`src/rtl/smi_pkg.sv`:
```
// shared types, constants and sine table for the stepper microstep indexer
package smi_pkg;

  localparam int QUARTER_STEPS = 32;
  localparam int PERIOD        = 4 * QUARTER_STEPS;
  localparam int PHASE_BITS    = $clog2(PERIOD);
  localparam int INDEX_BITS    = $clog2(QUARTER_STEPS + 1);
  localparam int STEP_BITS     = $clog2(QUARTER_STEPS + 1);
  localparam int DUTY_BITS     = 10;
  localparam int POSITION_BITS = 24;
  localparam int DEADBAND_BITS = 8;
  localparam int SHIFT_BITS    = 3;
  localparam int CFG_BITS      = 24;
  localparam int CFG_IDX_BITS  = 2;

  localparam logic [DUTY_BITS-1:0] DUTY_FULL = 10'd1023;

  // register indexes of the configuration port
  typedef enum logic [CFG_IDX_BITS-1:0] {
    REG_SETPOINT  = 2'd0,
    REG_DEADBAND  = 2'd1,
    REG_SHIFT     = 2'd2,
    REG_CLOCKWISE = 2'd3
  } cfg_reg_t;

  // coil polarity codes
  typedef enum logic [1:0] {
    DRIVE_OFF = 2'd0,
    DRIVE_FWD = 2'd1,
    DRIVE_REV = 2'd2
  } drive_t;

  // floor(1023 * sin(k * pi / 64)), k = 0..32
  function automatic logic [DUTY_BITS-1:0] sine_rom(input logic [INDEX_BITS-1:0] k);
    logic [DUTY_BITS-1:0] v;
    case (k)
      6'd0:  v = 10'd0;
      6'd1:  v = 10'd50;
      6'd2:  v = 10'd100;
      6'd3:  v = 10'd150;
      6'd4:  v = 10'd199;
      6'd5:  v = 10'd248;
      6'd6:  v = 10'd296;
      6'd7:  v = 10'd344;
      6'd8:  v = 10'd391;
      6'd9:  v = 10'd437;
      6'd10: v = 10'd482;
      6'd11: v = 10'd525;
      6'd12: v = 10'd568;
      6'd13: v = 10'd609;
      6'd14: v = 10'd648;
      6'd15: v = 10'd687;
      6'd16: v = 10'd723;
      6'd17: v = 10'd757;
      6'd18: v = 10'd790;
      6'd19: v = 10'd821;
      6'd20: v = 10'd850;
      6'd21: v = 10'd877;
      6'd22: v = 10'd902;
      6'd23: v = 10'd924;
      6'd24: v = 10'd945;
      6'd25: v = 10'd963;
      6'd26: v = 10'd978;
      6'd27: v = 10'd992;
      6'd28: v = 10'd1003;
      6'd29: v = 10'd1011;
      6'd30: v = 10'd1018;
      6'd31: v = 10'd1021;
      6'd32: v = 10'd1023;
      default: v = 10'd0;
    endcase
    return v;
  endfunction

endpackage

```
`src/rtl/stepper_microstep_indexer.sv`:
```
// stepper microstep indexer: setpoint tracking, sine/cosine coil duties and polarities
//
// each input word is one timer tick. the block keeps the rotor position in
// 1.8/32 degree units and compares it with the setpoint; when the absolute
// error is above the deadband it takes one microstep of 32 >> shift (at least
// one), advancing the electrical phase (period 128) and moving the position
// down when turning clockwise, up otherwise. coil duties come from a mirrored
// quarter-wave sine table, coil a from |sin| and coil b from |cos|, with
// polarities from the sign of sin (negated clockwise) and of -cos. inside the
// deadband both coils are held at full duty and the polarities stay as they
// were. a tick with zero_position set clears the position before the
// decision. while the output is not stalled one tick is accepted every clock:
// the whole update is a single combinational pass from the state registers into
// the output register, so each word appears in the cycle after its tick. a new
// tick is taken in the same cycle the previous word leaves; while a word waits
// on m_tready the input stalls. configuration is written through cfg_we /
// cfg_index / cfg_data and takes effect on the next tick.
module stepper_microstep_indexer
  import smi_pkg::*;
(
  input  logic                    clk,
  input  logic                    rst,
  // configuration write port
  input  logic                    cfg_we,
  input  logic [CFG_IDX_BITS-1:0] cfg_index,
  input  logic [CFG_BITS-1:0]     cfg_data,
  // tick stream
  input  logic                    s_tvalid,
  output logic                    s_tready,
  input  logic [7:0]              s_tdata,   // [0] zero_position, rest zero
  // coil command stream
  output logic                    m_tvalid,
  input  logic                    m_tready,
  // [9:0] coil_a_duty, [19:10] coil_b_duty, [21:20] coil_a_drive,
  // [23:22] coil_b_drive, [24] holding, [48:25] tracked_position,
  // [55:49] phase_index
  output logic [55:0]             m_tdata
);

  // configuration registers
  logic signed [POSITION_BITS-1:0] setpoint;
  logic [DEADBAND_BITS-1:0]        deadband;
  logic [SHIFT_BITS-1:0]           shift;
  logic                            clockwise;

  // tracking state
  logic [POSITION_BITS-1:0] position;
  logic [PHASE_BITS-1:0]    phase;
  drive_t                   pol_a;
  drive_t                   pol_b;

  // tick datapath
  logic                     s_accept;
  logic                     m_accept;
  logic [POSITION_BITS-1:0] pos_base;
  logic signed [POSITION_BITS:0] err;
  logic [POSITION_BITS:0]   mag;
  logic                     move;
  logic [STEP_BITS-1:0]     step;
  logic [PHASE_BITS-1:0]    phase_step;
  logic [INDEX_BITS-1:0]    idx;
  drive_t                   pol_a_step;
  drive_t                   pol_b_step;
  logic [DUTY_BITS-1:0]     duty_a_step;
  logic [DUTY_BITS-1:0]     duty_b_step;

  logic [POSITION_BITS-1:0] position_next;
  logic [PHASE_BITS-1:0]    phase_next;
  drive_t                   pol_a_next;
  drive_t                   pol_b_next;
  logic [DUTY_BITS-1:0]     duty_a_next;
  logic [DUTY_BITS-1:0]     duty_b_next;

  // output register
  logic [DUTY_BITS-1:0]     out_duty_a;
  logic [DUTY_BITS-1:0]     out_duty_b;
  drive_t                   out_drive_a;
  drive_t                   out_drive_b;
  logic                     out_hold;
  logic [POSITION_BITS-1:0] out_position;
  logic [PHASE_BITS-1:0]    out_phase;

  assign s_tready = !m_tvalid || m_tready;
  assign s_accept = s_tvalid && s_tready;
  assign m_accept = m_tvalid && m_tready;

  // configuration writes
  always_ff @(posedge clk) begin
    if (rst) begin
      setpoint  <= '0;
      deadband  <= DEADBAND_BITS'(1);
      shift     <= '0;
      clockwise <= 1'b1;
    end else if (cfg_we) begin
      unique case (cfg_reg_t'(cfg_index))
        REG_SETPOINT:  setpoint  <= cfg_data[POSITION_BITS-1:0];
        REG_DEADBAND:  deadband  <= cfg_data[DEADBAND_BITS-1:0];
        REG_SHIFT:     shift     <= cfg_data[SHIFT_BITS-1:0];
        REG_CLOCKWISE: clockwise <= cfg_data[0];
        default: ;
      endcase
    end
  end

  // error against the setpoint, exact in one extra bit
  always_comb begin
    pos_base = s_tdata[0] ? '0 : position;
    err      = {setpoint[POSITION_BITS-1], setpoint}
             - {pos_base[POSITION_BITS-1], pos_base};
    mag      = err[POSITION_BITS] ? (POSITION_BITS+1)'(-err) : err;
    move     = mag > {{(POSITION_BITS+1-DEADBAND_BITS){1'b0}}, deadband};
  end

  // microstep: phase advance, quadrant mirror, table lookup, polarities
  always_comb begin
    step = STEP_BITS'(QUARTER_STEPS) >> shift;
    if (step == '0) begin
      step = STEP_BITS'(1);
    end
    phase_step = phase + PHASE_BITS'(step);

    if (phase_step <= PHASE_BITS'(QUARTER_STEPS)) begin
      idx = INDEX_BITS'(phase_step);
    end else if (phase_step <= PHASE_BITS'(2*QUARTER_STEPS)) begin
      idx = INDEX_BITS'(PHASE_BITS'(2*QUARTER_STEPS) - phase_step);
    end else if (phase_step <= PHASE_BITS'(3*QUARTER_STEPS)) begin
      idx = INDEX_BITS'(phase_step - PHASE_BITS'(2*QUARTER_STEPS));
    end else begin
      idx = INDEX_BITS'((PHASE_BITS+1)'(PERIOD) - {1'b0, phase_step});
    end
    duty_a_step = sine_rom(idx);
    duty_b_step = sine_rom(INDEX_BITS'(QUARTER_STEPS) - idx);

    // coil a follows sin, flipped when turning clockwise
    if (phase_step == '0 || phase_step == PHASE_BITS'(2*QUARTER_STEPS)) begin
      pol_a_step = DRIVE_OFF;
    end else if ((phase_step < PHASE_BITS'(2*QUARTER_STEPS)) != clockwise) begin
      pol_a_step = DRIVE_FWD;
    end else begin
      pol_a_step = DRIVE_REV;
    end

    // coil b follows -cos
    if (phase_step == PHASE_BITS'(QUARTER_STEPS)
        || phase_step == PHASE_BITS'(3*QUARTER_STEPS)) begin
      pol_b_step = DRIVE_OFF;
    end else if (phase_step < PHASE_BITS'(QUARTER_STEPS)
                 || phase_step > PHASE_BITS'(3*QUARTER_STEPS)) begin
      pol_b_step = DRIVE_REV;
    end else begin
      pol_b_step = DRIVE_FWD;
    end
  end

  // step or hold
  always_comb begin
    if (move) begin
      position_next = clockwise ? pos_base - POSITION_BITS'(step)
                                : pos_base + POSITION_BITS'(step);
      phase_next    = phase_step;
      pol_a_next    = pol_a_step;
      pol_b_next    = pol_b_step;
      duty_a_next   = duty_a_step;
      duty_b_next   = duty_b_step;
    end else begin
      position_next = pos_base;
      phase_next    = phase;
      pol_a_next    = pol_a;
      pol_b_next    = pol_b;
      duty_a_next   = DUTY_FULL;
      duty_b_next   = DUTY_FULL;
    end
  end

  // tracking state advances once per accepted tick
  always_ff @(posedge clk) begin
    if (rst) begin
      position <= '0;
      phase    <= '0;
      pol_a    <= DRIVE_OFF;
      pol_b    <= DRIVE_OFF;
    end else if (s_accept) begin
      position <= position_next;
      phase    <= phase_next;
      pol_a    <= pol_a_next;
      pol_b    <= pol_b_next;
    end
  end

  // output register, refilled whenever a tick is taken
  always_ff @(posedge clk) begin
    if (rst) begin
      m_tvalid <= 1'b0;
    end else if (s_accept) begin
      m_tvalid <= 1'b1;
    end else if (m_accept) begin
      m_tvalid <= 1'b0;
    end
  end

  always_ff @(posedge clk) begin
    if (s_accept) begin
      out_duty_a   <= duty_a_next;
      out_duty_b   <= duty_b_next;
      out_drive_a  <= pol_a_next;
      out_drive_b  <= pol_b_next;
      out_hold     <= !move;
      out_position <= position_next;
      out_phase    <= phase_next;
    end
  end

  assign m_tdata = {out_phase, out_position, out_hold, out_drive_b, out_drive_a,
                    out_duty_b, out_duty_a};

  // a held word always drives both coils at full
  a_hold_full: assert property (@(posedge clk) disable iff (rst)
    m_tvalid && out_hold |-> out_duty_a == DUTY_FULL && out_duty_b == DUTY_FULL)
    else $error("holding word without full coil duty");

  // every microstep moves the phase
  a_step_moves_phase: assert property (@(posedge clk) disable iff (rst)
    s_accept && move |=> phase != $past(phase))
    else $error("microstep left the phase unchanged");

  // a hold keeps phase and polarities
  a_hold_keeps_state: assert property (@(posedge clk) disable iff (rst)
    s_accept && !move |=> $stable(phase) && $stable(pol_a) && $stable(pol_b))
    else $error("hold changed phase or polarity");

  // the output word mirrors the tracking state it was built from
  a_word_matches_state: assert property (@(posedge clk) disable iff (rst)
    s_accept |=> out_phase == phase && out_position == position
                 && out_drive_a == pol_a && out_drive_b == pol_b)
    else $error("output word out of step with tracking state");

  a_reset_empty: assert property (@(posedge clk)
    rst |=> !m_tvalid)
    else $error("output valid after reset");

endmodule

```
`config.mk`:
```
export PLATFORM = sky130hd
export DESIGN_NAME = stepper_microstep_indexer
export DESIGN_NICKNAME = d
export VERILOG_FILES = /design/src/rtl/smi_pkg.sv /design/src/rtl/stepper_microstep_indexer.sv
export SDC_FILE = /design/constraint.sdc
export NUM_CORES = 1
export LEC_CHECK = 0
export BUFFER_PORTS_ARGS = -buffer_cell sky130_fd_sc_hd__clkbuf_2
export CAP_MARGIN = 5
export CORE_UTILIZATION = 50
export CTS_CLUSTER_DIAMETER = 40
export DETAILED_ROUTE_END_ITERATION = 6
export HOLD_SLACK_MARGIN = 0.15
export PLACE_DENSITY = 0.78
export SLEW_MARGIN = 30
export SYNTH_ARGS = -nofsm -noshare
export SYNTH_HDL_FRONTEND = slang
export SYNTH_SLANG_ARGS = --single-unit
```
`constraint.sdc`:
```
create_clock -name clk -period 16.3 [get_ports clk]
set_clock_uncertainty 0.05 [all_clocks]
set_input_delay 0 -clock clk [delete_from_list [all_inputs] [get_ports clk]]
set_output_delay 0 -clock clk [all_outputs]
set_load 0.02 [all_outputs]
```
Word level (Yosys, flattened, before mapping)

Memory sizes are Yosys's and may differ from the RTL's. A register that Yosys moved wholly into a read port is not among the register bits.
Index checks and enable logic that the tools add are counted.

Memories: 2
Output and inout port bits: 58
Input port bits: 39
Logic and storage cells: 75
Bits in read-only memories: 1280
Flip-flop bits (word level): 108

Magnitude comparators: 7
Add/subtract/negate cells: 9
Eq/ne operators: 7
Reductions and logical operators: 18
Muxes and demuxes: 17
Shift operators: 1

Memory list:

| name             | words | width | rd ports | clocked after Yosys merged registers in | wr ports | line          | text |
|---|---|---|---|---|---|---|---|
| (name not given) | 64    | 10    | 1        | 1                                       | 0        | smi_pkg.sv:36 | `case (k)` |
| (name not given) | 64    | 10    | 1        | 1                                       | 0        | smi_pkg.sv:36 |  |

Operators by type and width:

| cell                | count |
|---|---|
| $mux 24             | 3 |
| $gt 25x8->1         | 1 |
| $mux 25             | 1 |
| $neg 25->25         | 1 |
| $sub 24x24->25      | 1 |
| $add 24x6->24       | 1 |
| $mux 6              | 4 |
| $sub 24x6->24       | 1 |
| $eq 7x7->1 const B  | 2 |
| $le 7x7->1 const B  | 2 |
| $mux 2              | 6 |
| $sub 1x6->6 const A | 2 |
| $reduce_and 2->1    | 4 |
| $add 7x6->7         | 1 |
| $eq 7x6->1 const B  | 1 |
| $gt 7x7->1 const B  | 1 |
| $le 7x6->1 const B  | 1 |
| $logic_not 7->1     | 1 |
| $lt 7x6->1 const B  | 1 |
| $lt 7x7->1 const B  | 1 |
| $mux 7              | 1 |
| $logic_not 6->1     | 1 |
| $shr 6x3->6 const A | 1 |
| $sub 6x1->6 const B | 1 |
| 10 further kinds    | 19 |

Longest topological paths before layout

Gate-level depths: netlist of run 1.

Depth in word-level cells: 9
Mapped depth: 28
Mapped depth without buffers: 24

Worst setup path before layout of run 1

Ideal clock, no wire load.

Path type: register to register
Start point: register position[0]
End point: register out_phase[2], data pin
Arrival: 5.419 ns
Stages on the path, launching flop included: 28
Library setup time: 0.271 ns
Data required time: 15.979 ns
Path slack: 10.560 ns
Period minus slack after synthesis: 5.740 ns
Buffers on the path: 4
Path through: dfxtp_1 -> nor2b_1 -> ha_1 -> fa_1 -> nand2b_1 -> a211oi_2 -> o22ai_1 -> nand3_1 -> a32o_1 -> clkbuf_1 -> nor2_1 -> a21oi_1 -> ha_1 -> nor2b_1 -> o21ai_0 -> nand2b_1 -> a21oi_1 -> o21ai_0 -> nand3_1 -> a21oi_1 -> or4b_1 -> or4b_1 -> or4_4 -> buf_6 -> buf_4 -> buf_6 -> nor2_1 -> a21oi_1

Word-level cells in the longest chain between the ends: 6

Ends and longest elaborated chain:

| what                     | line                             | text |
|---|---|---|
| start: declaration       | stepper_microstep_indexer.sv:47  | `logic [POSITION_BITS-1:0] position;` |
| start signal: assignment | stepper_microstep_indexer.sv:183 | `position <= position_next;` |
| $mux 24 *                | stepper_microstep_indexer.sv:107 | `pos_base = s_tdata[0] ? '0 : position;` |
| $sub 24x24->25 *         | stepper_microstep_indexer.sv:109 | `- {pos_base[POSITION_BITS-1], pos_base};` |
| $neg 25->25              | stepper_microstep_indexer.sv:110 | `mag = err[POSITION_BITS] ? (POSITION_BITS+1)'(-err) : err;` |
| $mux 25 *                | stepper_microstep_indexer.sv:110 |  |
| $gt 25x8->1 *            | stepper_microstep_indexer.sv:111 | `move = mag > {{(POSITION_BITS+1-DEADBAND_BITS){1'b0}}, deadband};` |
| $mux 7 *                 | stepper_microstep_indexer.sv:157 | `if (move) begin` |
| named net phase_next[2]  | stepper_microstep_indexer.sv:68  | `logic [PHASE_BITS-1:0] phase_next;` |
| end signal: assignment   | stepper_microstep_indexer.sv:209 | `out_phase <= phase_next;` |
| end: declaration         | stepper_microstep_indexer.sv:81  | `logic [PHASE_BITS-1:0] out_phase;` |

Mark *: on every way through the listed nets, which the timed path passes. The rest lies on a longest branch.
A chain may end at the register's enable or synchronous reset.

Worst setup path after layout of run 1

Start point: register position[0]
End point: register out_duty_a[2], data pin

Word-level cells in the longest chain between the ends: 6

Ends and longest elaborated chain:

| what                               | line                             | text |
|---|---|---|
| $mux 24 *                          | stepper_microstep_indexer.sv:107 |  |
| $sub 24x24->25 *                   | stepper_microstep_indexer.sv:109 |  |
| $neg 25->25                        | stepper_microstep_indexer.sv:110 |  |
| $mux 25 *                          | stepper_microstep_indexer.sv:110 |  |
| $gt 25x8->1 *                      | stepper_microstep_indexer.sv:111 |  |
| $logic_not 1->1 (no source line) * | --                               |  |
| end: declaration                   | stepper_microstep_indexer.sv:75  | `logic [DUTY_BITS-1:0] out_duty_a;` |

Every way passes the cells marked *; elsewhere a longest branch is shown, timed or not.

==> qor.txt, run 1 <==
Synth area leaders - edfxtp_1, dfxtp_1, ha_1
Tot Pwr - 1.464 mW
CTS Buf Count - 17
layout cells sized above 1 - 10.99%
Worst Setup End Kind - flip-flop
most common cell in the netlist - nand2_1
max cap viols - 0
Routed Antenna Nets - 0
chip height - 146.2 um
Post-DP HPWL - 19.47 mm
Max FO, Critical Path - 70
pwr dens - 121.7 mW/mm2
Post-Syn Nets - 1424
post-layout net count - 1523
placed cell area - 0.01092 mm2
CTS tree - built
total gr overflow - 0
Min Hold Slack - 0.2727 ns
GP Congestion - 0.9180
Max clock buf depth - 2
Post-synth EDFFs - 56
Vias - 10160
DR pass1 iterations - 7
CTS sink cnt - 128
R2R Setup Slk - 8.87 ns
Peak VDD IR - 0.07836 mV
fill count - 1859
routed wire length - 28.18 mm
status - completed
Syn. warnings - 0
worst flop-to-flop path endpoint - out_duty_a[2]
Clock Tree Root - clkbuf_16
die area - 0.02137 mm2
Worst Setup Start Kind - flip-flop
Mapped Area - 0.01040 mm2
RR Startpoint - position[0]
first-pass GRT wire length - 45.66 mm
core area - 0.02030 mm2
largest net degree at the start of global routing - 71
Final Hold Vio Count - 0
drt drc - 0
worst min path class - in2reg
FFs w/ async S/R, synth - 0%
setup bufs post-CTS - 0
CP Data Required Time - 16.47 ns
vias per cell - 6.015
Tightest Pin Transition - 0.9910 ns
RSZ-0062 raised after global routing - false
top cell type's share of synthesized area - 16.18%
clk slew on worst S/H paths - 0.06 ns
initial antenna violation count - 0
Horiz. Die Dim - 146.2 um
critical path startpoint - position[0]
number of diodes - 0
Max-slew headroom - 33.46%
Period Utilization, post-route - 45.56%
Synth Flop Type - dfxtp_1
crit path capture - out_duty_a[2]
final instance area - 0.01202 mm2
Post-CTS Resized - 0
Syn Area/Cell - 7.954 um2
Synth top cells by count - nand2_1, a21oi_1, nor2_1
FP Rows - 52
Netlist cell types - 88
# H-tree levels - 4
highest clock rate - 134.7 MHz
Yosys reg bits - 128
P_leak - 5.044 nW
WL/cell - 16.68 um
port bufs - 89
crit path kind - reg2reg
final setup fails - 0
fin cells - 1689
worst reg-to-reg path cell count - 25
Initial Util - 51.21%
Critical Path AT - 7.60 ns
Max Slew Vio Count - 0
vias in the first global route - 9537
Skew-Pair Late Insertion Delay - 0.43 ns
register area share after synthesis - 30.04%
min cycle time layout - 7.426 ns
Layout area overhead - 15.66%
Syn Inst Count - 1307
hold_buf cts - 55
total track usage - 26.35%
Top-Level Pins - 97
DR iter-0 viols - 714
setup tns final - 0 ns
area leader, netlist - edfxtp_1
cell total after placement - 1602
-- layout by cell type, fill, tap and decap left out, types with 55 or more instances in the layout --
cell	synthesis	final
a21oi_1	121	121
clkbuf_2	0	89
dfxtp_1	72	72
dlygate4sd3_1	0	55
edfxtp_1	56	56
ha_1	75	75
inv_1	57	56
nand2_1	148	148
nor2_1	102	102
nor3_1	57	57
o21ai_0	77	77
-- cell families (layout without fill, tap and decap cells) --
family / count (synthesis) / count (layout) / share of synthesized area [%]
AND/OR/NAND/NOR: 482 / 482 / 22.78
buffers and inverters: 132 / 244 / 5.380
multiplexers: 22 / 22 / 2.154
flip-flops: 128 / 128 / 30.04
adder cells (fa/ha/maj): 78 / 78 / 9.604
XOR/XNOR: 54 / 54 / 4.549
AO/OA/AOI/OAI: 411 / 411 / 25.49
-- registers in the layout, summed over array words and instances, names as in the netlist --
register,flops
out_duty_b,10
out_phase,7
setpoint,24
shift,3
position,24
out_hold,1
out_position,24
out_drive_a,2
out_duty_a,10
pol_b,2
m_tvalid,1
clockwise,1
out_drive_b,2
deadband,8
pol_a,2
phase,7
-- layer usage --
metal	routed length, um	global-route usage [%]
met5	0	0
met4	861	11.67
met2	13470	44.36
met3	1649	5.063
met1	12200	32.69
-- worst max-delay path: stages, from the launching register on --
cell	delay, ns
dfxtp_1	0.31
nor2b_1	0.19
ha_1	0.25
fa_1	0.42
nand2b_1	0.20
a211oi_2	0.46
o22ai_1	0.24
nand3_1	0.22
a32o_1	0.57
nor2_1	0.08
a21oi_1	0.14
ha_1	0.26
nor2b_1	0.13
o21ai_0	0.14
nand2b_1	0.07
a21oi_1	0.15
o21ai_0	0.10
nand3_1	0.09
a21oi_1	0.07
or4b_1	0.53
or4b_1	0.53
or4_4	0.81
inv_2	0.11
buf_4	0.57
a31oi_1	0.30
o41ai_1	0.16
-- per-stage QoR --
stage          util (%)  setup slack (ns)
2_1_floorplan         -             10.56
3_3_place_gp      53.77             8.939
3_5_place_dp      53.80             8.888
4_1_cts           59.20             8.989
5_1_grt           59.23             8.475
6_report          59.23             8.874
-- power breakdown --
| part | switching, mW | leakage [nW] | internal (mW) |
|---|---|---|---|
| Sequential | 0.0187 | 1.13 | 0.402 |
| Clock | 0.150 | 0.259 | 0.204 |
| Combinational | 0.424 | 3.65 | 0.264 |
-- how the worst min path moves through the flow --
stage / from / depth (start not counted) / slack, ns / endpoint
2_1_floorplan: cfg_data[0] / 2 / 0.08 / clockwise
3_3_place_gp: cfg_data[14] / 3 / 0.17 / setpoint[14]
3_5_place_dp: cfg_data[13] / 3 / 0.18 / setpoint[13]
4_1_cts: s_tdata[0] / 4 / 0.26 / position[9]
5_1_grt: cfg_data[3] / 4 / 0.32 / deadband[3]
6_report: s_tdata[0] / 4 / 0.27 / position[9]
-- area by class of cell --
type / count / area [um2] / share of cell area [%]
Multi-Input combinational cell: 1047 / 6734 / 56.00
Timing Repair Buffer: 153 / 1064 / 8.845
Sequential cell: 128 / 3123 / 25.97
Inverter: 59 / 221.5 / 1.842
Clock buffer: 21 / 461.7 / 3.840
Clock inverter: 11 / 82.58 / 0.6868
Tap cell: 270 / 337.8 / 2.810
(Power assumes the default switching activity.)
==> run 2, diff against run 1 <==
- clock period: 16.3 -> 7.3 ns (I/O delays scaled with it)
==> run 2 against run 1 <==
Core utilization grew 0.38 points. Sequential share of layout area shrank 0.17 points. Critical path depth shrank 3. Clock power grew 120%. Sequential power grew 120%. Flip-flop and latch count is the same. Count of clock-buffer cells in the layout shrank 3.
==> qor.txt, run 2 (synthesized netlist as in run 1, its figures left out) <==
Critical Path AT - 6.64 ns (-0.96 ns)
Skew-Pair Late Insertion Delay - 0.44 ns (about the same)
max cap viols - 0 (unchanged)
Initial Util - 51.21% (unchanged)
Worst Setup Start Kind - flip-flop
slowest CP cell - a32oi_1
Clock Tree Root - clkbuf_16
placed cell area - 0.01102 mm2 (+0.89%)
Layout area overhead - 16.40%
Tot Pwr - 3.302 mW (+130%)
Top Registers - out_position x24, position x24, setpoint x24
post-layout net count - 1536 (+0.85%)
number of diodes - 0 (unchanged)
R2R Setup Slk - 0.94 ns (-7.93 ns)
layout cells sized above 1 - 11.94% (+0.95 points)
core area - 0.02030 mm2 (unchanged)
first-pass GRT wire length - 46.23 mm (+1.3%)
Max Slew Vio Count - 0 (unchanged)
Util after Layout - 59.62% (+0.38 points)
status - completed
Worst Hold Depth - 4 (unchanged)
clk slew on worst S/H paths - 0.06 ns (about the same)
highest clock rate - 157.2 MHz (+17%)
Top-Level Pins - 97 (unchanged)
Worst Setup End Kind - flip-flop
Max clock buf depth - 2 (unchanged)
die area - 0.02137 mm2 (unchanged)
crit path kind - reg2reg
initial antenna violation count - 0 (unchanged)
Slowest Stage Delay on Critical Path - 0.54 ns (-0.27 ns)
Horiz. Die Dim - 146.2 um (unchanged)
largest net degree at the start of global routing - 59 (-17%)
setup tns final - 0 ns (unchanged)
CTS Buf Count - 17 (unchanged)
Peak VDD IR - 0.1992 mV (+150%)
commonest non-fill, non-tap cell in the layout - nand2_1
DR iter-0 viols - 794 (+11%)
GP Congestion - 0.9243 (+0.69%)
Max FO, Critical Path - 22 (-69%)
total track usage - 26.45% (+0.10 points)
Vias - 10270 (+1.1%)
Max-slew headroom - 36.07% (+2.6 points)
vias in the first global route - 9591 (+0.57%)
worst min path class - in2reg
final setup fails - 0 (unchanged)
Period Utilization, post-route - 87.11% (+42 points)
Post-CTS Resized - 0 (unchanged)
worst flop-to-flop path endpoint - position[21]
routed wire length - 28.50 mm (+1.1%)
DR pass1 iterations - 7 (unchanged)
drt drc - 0 (unchanged)
hold_sp - s_tdata[0]
Tightest Pin Transition - 0.9576 ns (-0.03339 ns)
total gr overflow - 0 (unchanged)
port bufs - 89 (unchanged)
pre-CTS setup slack - 0.8816 ns (-8.006 ns)
FP Rows - 52 (unchanged)
crit-path cells - nor2b_1, inv_1, ha_1, o21a_1, and2_4, o31ai_1, nand3_1, a32oi_1, o21ai_0, xnor2_1, ha_1, nand2_1, o21ai_0, nand3_1, a21oi_1, or4b_1, or4b_1, or4_4, inv_2, buf_4, nor3_1, o31a_1
WL/cell - 16.74 um (+0.35%)
setup ws final - 0.9407 ns (-7.934 ns)
pwr dens - 272.8 mW/mm2 (+120%)
CTS tree - built
Final Hold Vio Count - 0 (unchanged)
min cycle time layout - 6.359 ns (-1.066 ns)
RSZ-0062 raised after global routing - false
Routed Antenna Nets - 0 (unchanged)
CP Data Required Time - 7.58 ns (-8.89 ns)
final instance area - 0.01210 mm2 (+0.65%)
most frequent cells in the layout - nand2_1, a21oi_1, nor2_1, clkbuf_2, o21ai_0
Hold EP - position[9]
vias per cell - 6.032 (+0.29%)
CTS sink cnt - 128 (unchanged)
# H-tree levels - 4 (unchanged)
RR Startpoint - position[9]
Post-DP HPWL - 19.42 mm (-0.23%)
worst reg-to-reg path cell count - 22 (-12%)
P_leak - 5.115 nW (+1.4%)
chip height - 146.2 um (unchanged)
[run 2: changes by cell type in the layout (fill, tap and decap cells not counted), sizes merged]
| cell | delta |
|---|---|
| buf | +14 |
| inv | +4 |
| clkbuf | -3 |
| clkinvlp | -2 |
| clkinv | +1 |
| dlygate4sd3 | -1 |
[run 2: timing repair]
| item | CTS | global route |
|---|---|---|
| hold endpoints to repair | 37 | 0 |
| setup buffers | 0 | 0 |
| hold buffers | 54 | 0 |
[run 2: final cells by class]
class                      count  area, um2
inverter                      59      221.5
fill                        1835       8198
sequential                   128       3123
clock inverter                14      105.1
multi-input combinational   1047       6726
tap                          270      337.8
timing repair buffer         166       1159
clock buffer                  18      429.2
[run 2: worst max path at each step]
stage,start,endpoint,slack [ns]
finish,position[9],position[21],0.94
global route,position[9],position[21],0.58
CTS,position[0],position[21],1.0
detailed placement,s_tdata[0],position[21],0.88
global placement,s_tdata[0],position[21],1.0
floorplan,position[0],out_phase[2],1.56
[run 2: critical path: cells and delay by family, from the launching register on]
kind	cells	cell delay [ns]
DFF	1	0.33
AOI/OAI and AO/OA	7	1.75
buffers and inverters	3	0.75
xor gates and xnor gates	1	0.23
and+or+nand+nor	9	2.49
adders and majority gates	2	0.62
[run 2: metrics by stage]
stage / hold WS, ns / cells
detailed placement: 0.1805 / 1616
CTS: 0.2733 / 1702
global route: 0.3295 / 1702
finish: 0.2904 / 1702
floorplan: 0.07511 / 1307
global placement: 0.1751 / 1616
[run 2: metal layers]
metal / track usage, % / vias to the layer above / wire, um
li1: - / 5000 / -
met1: 33.10 / 4837 / 12280
met2: 46.00 / 381 / 13730
met3: 4.031 / 49 / 1832
met4: 9.531 / 0 / 650
met5: 0 / - / 0
[run 2: where the power goes]
part	total [mW]	internal, mW	switching, mW
Combinational	1.57	0.610	0.956
Sequential	0.940	0.897	0.0422
Clock	0.796	0.438	0.358
Total	3.30	1.95	1.36
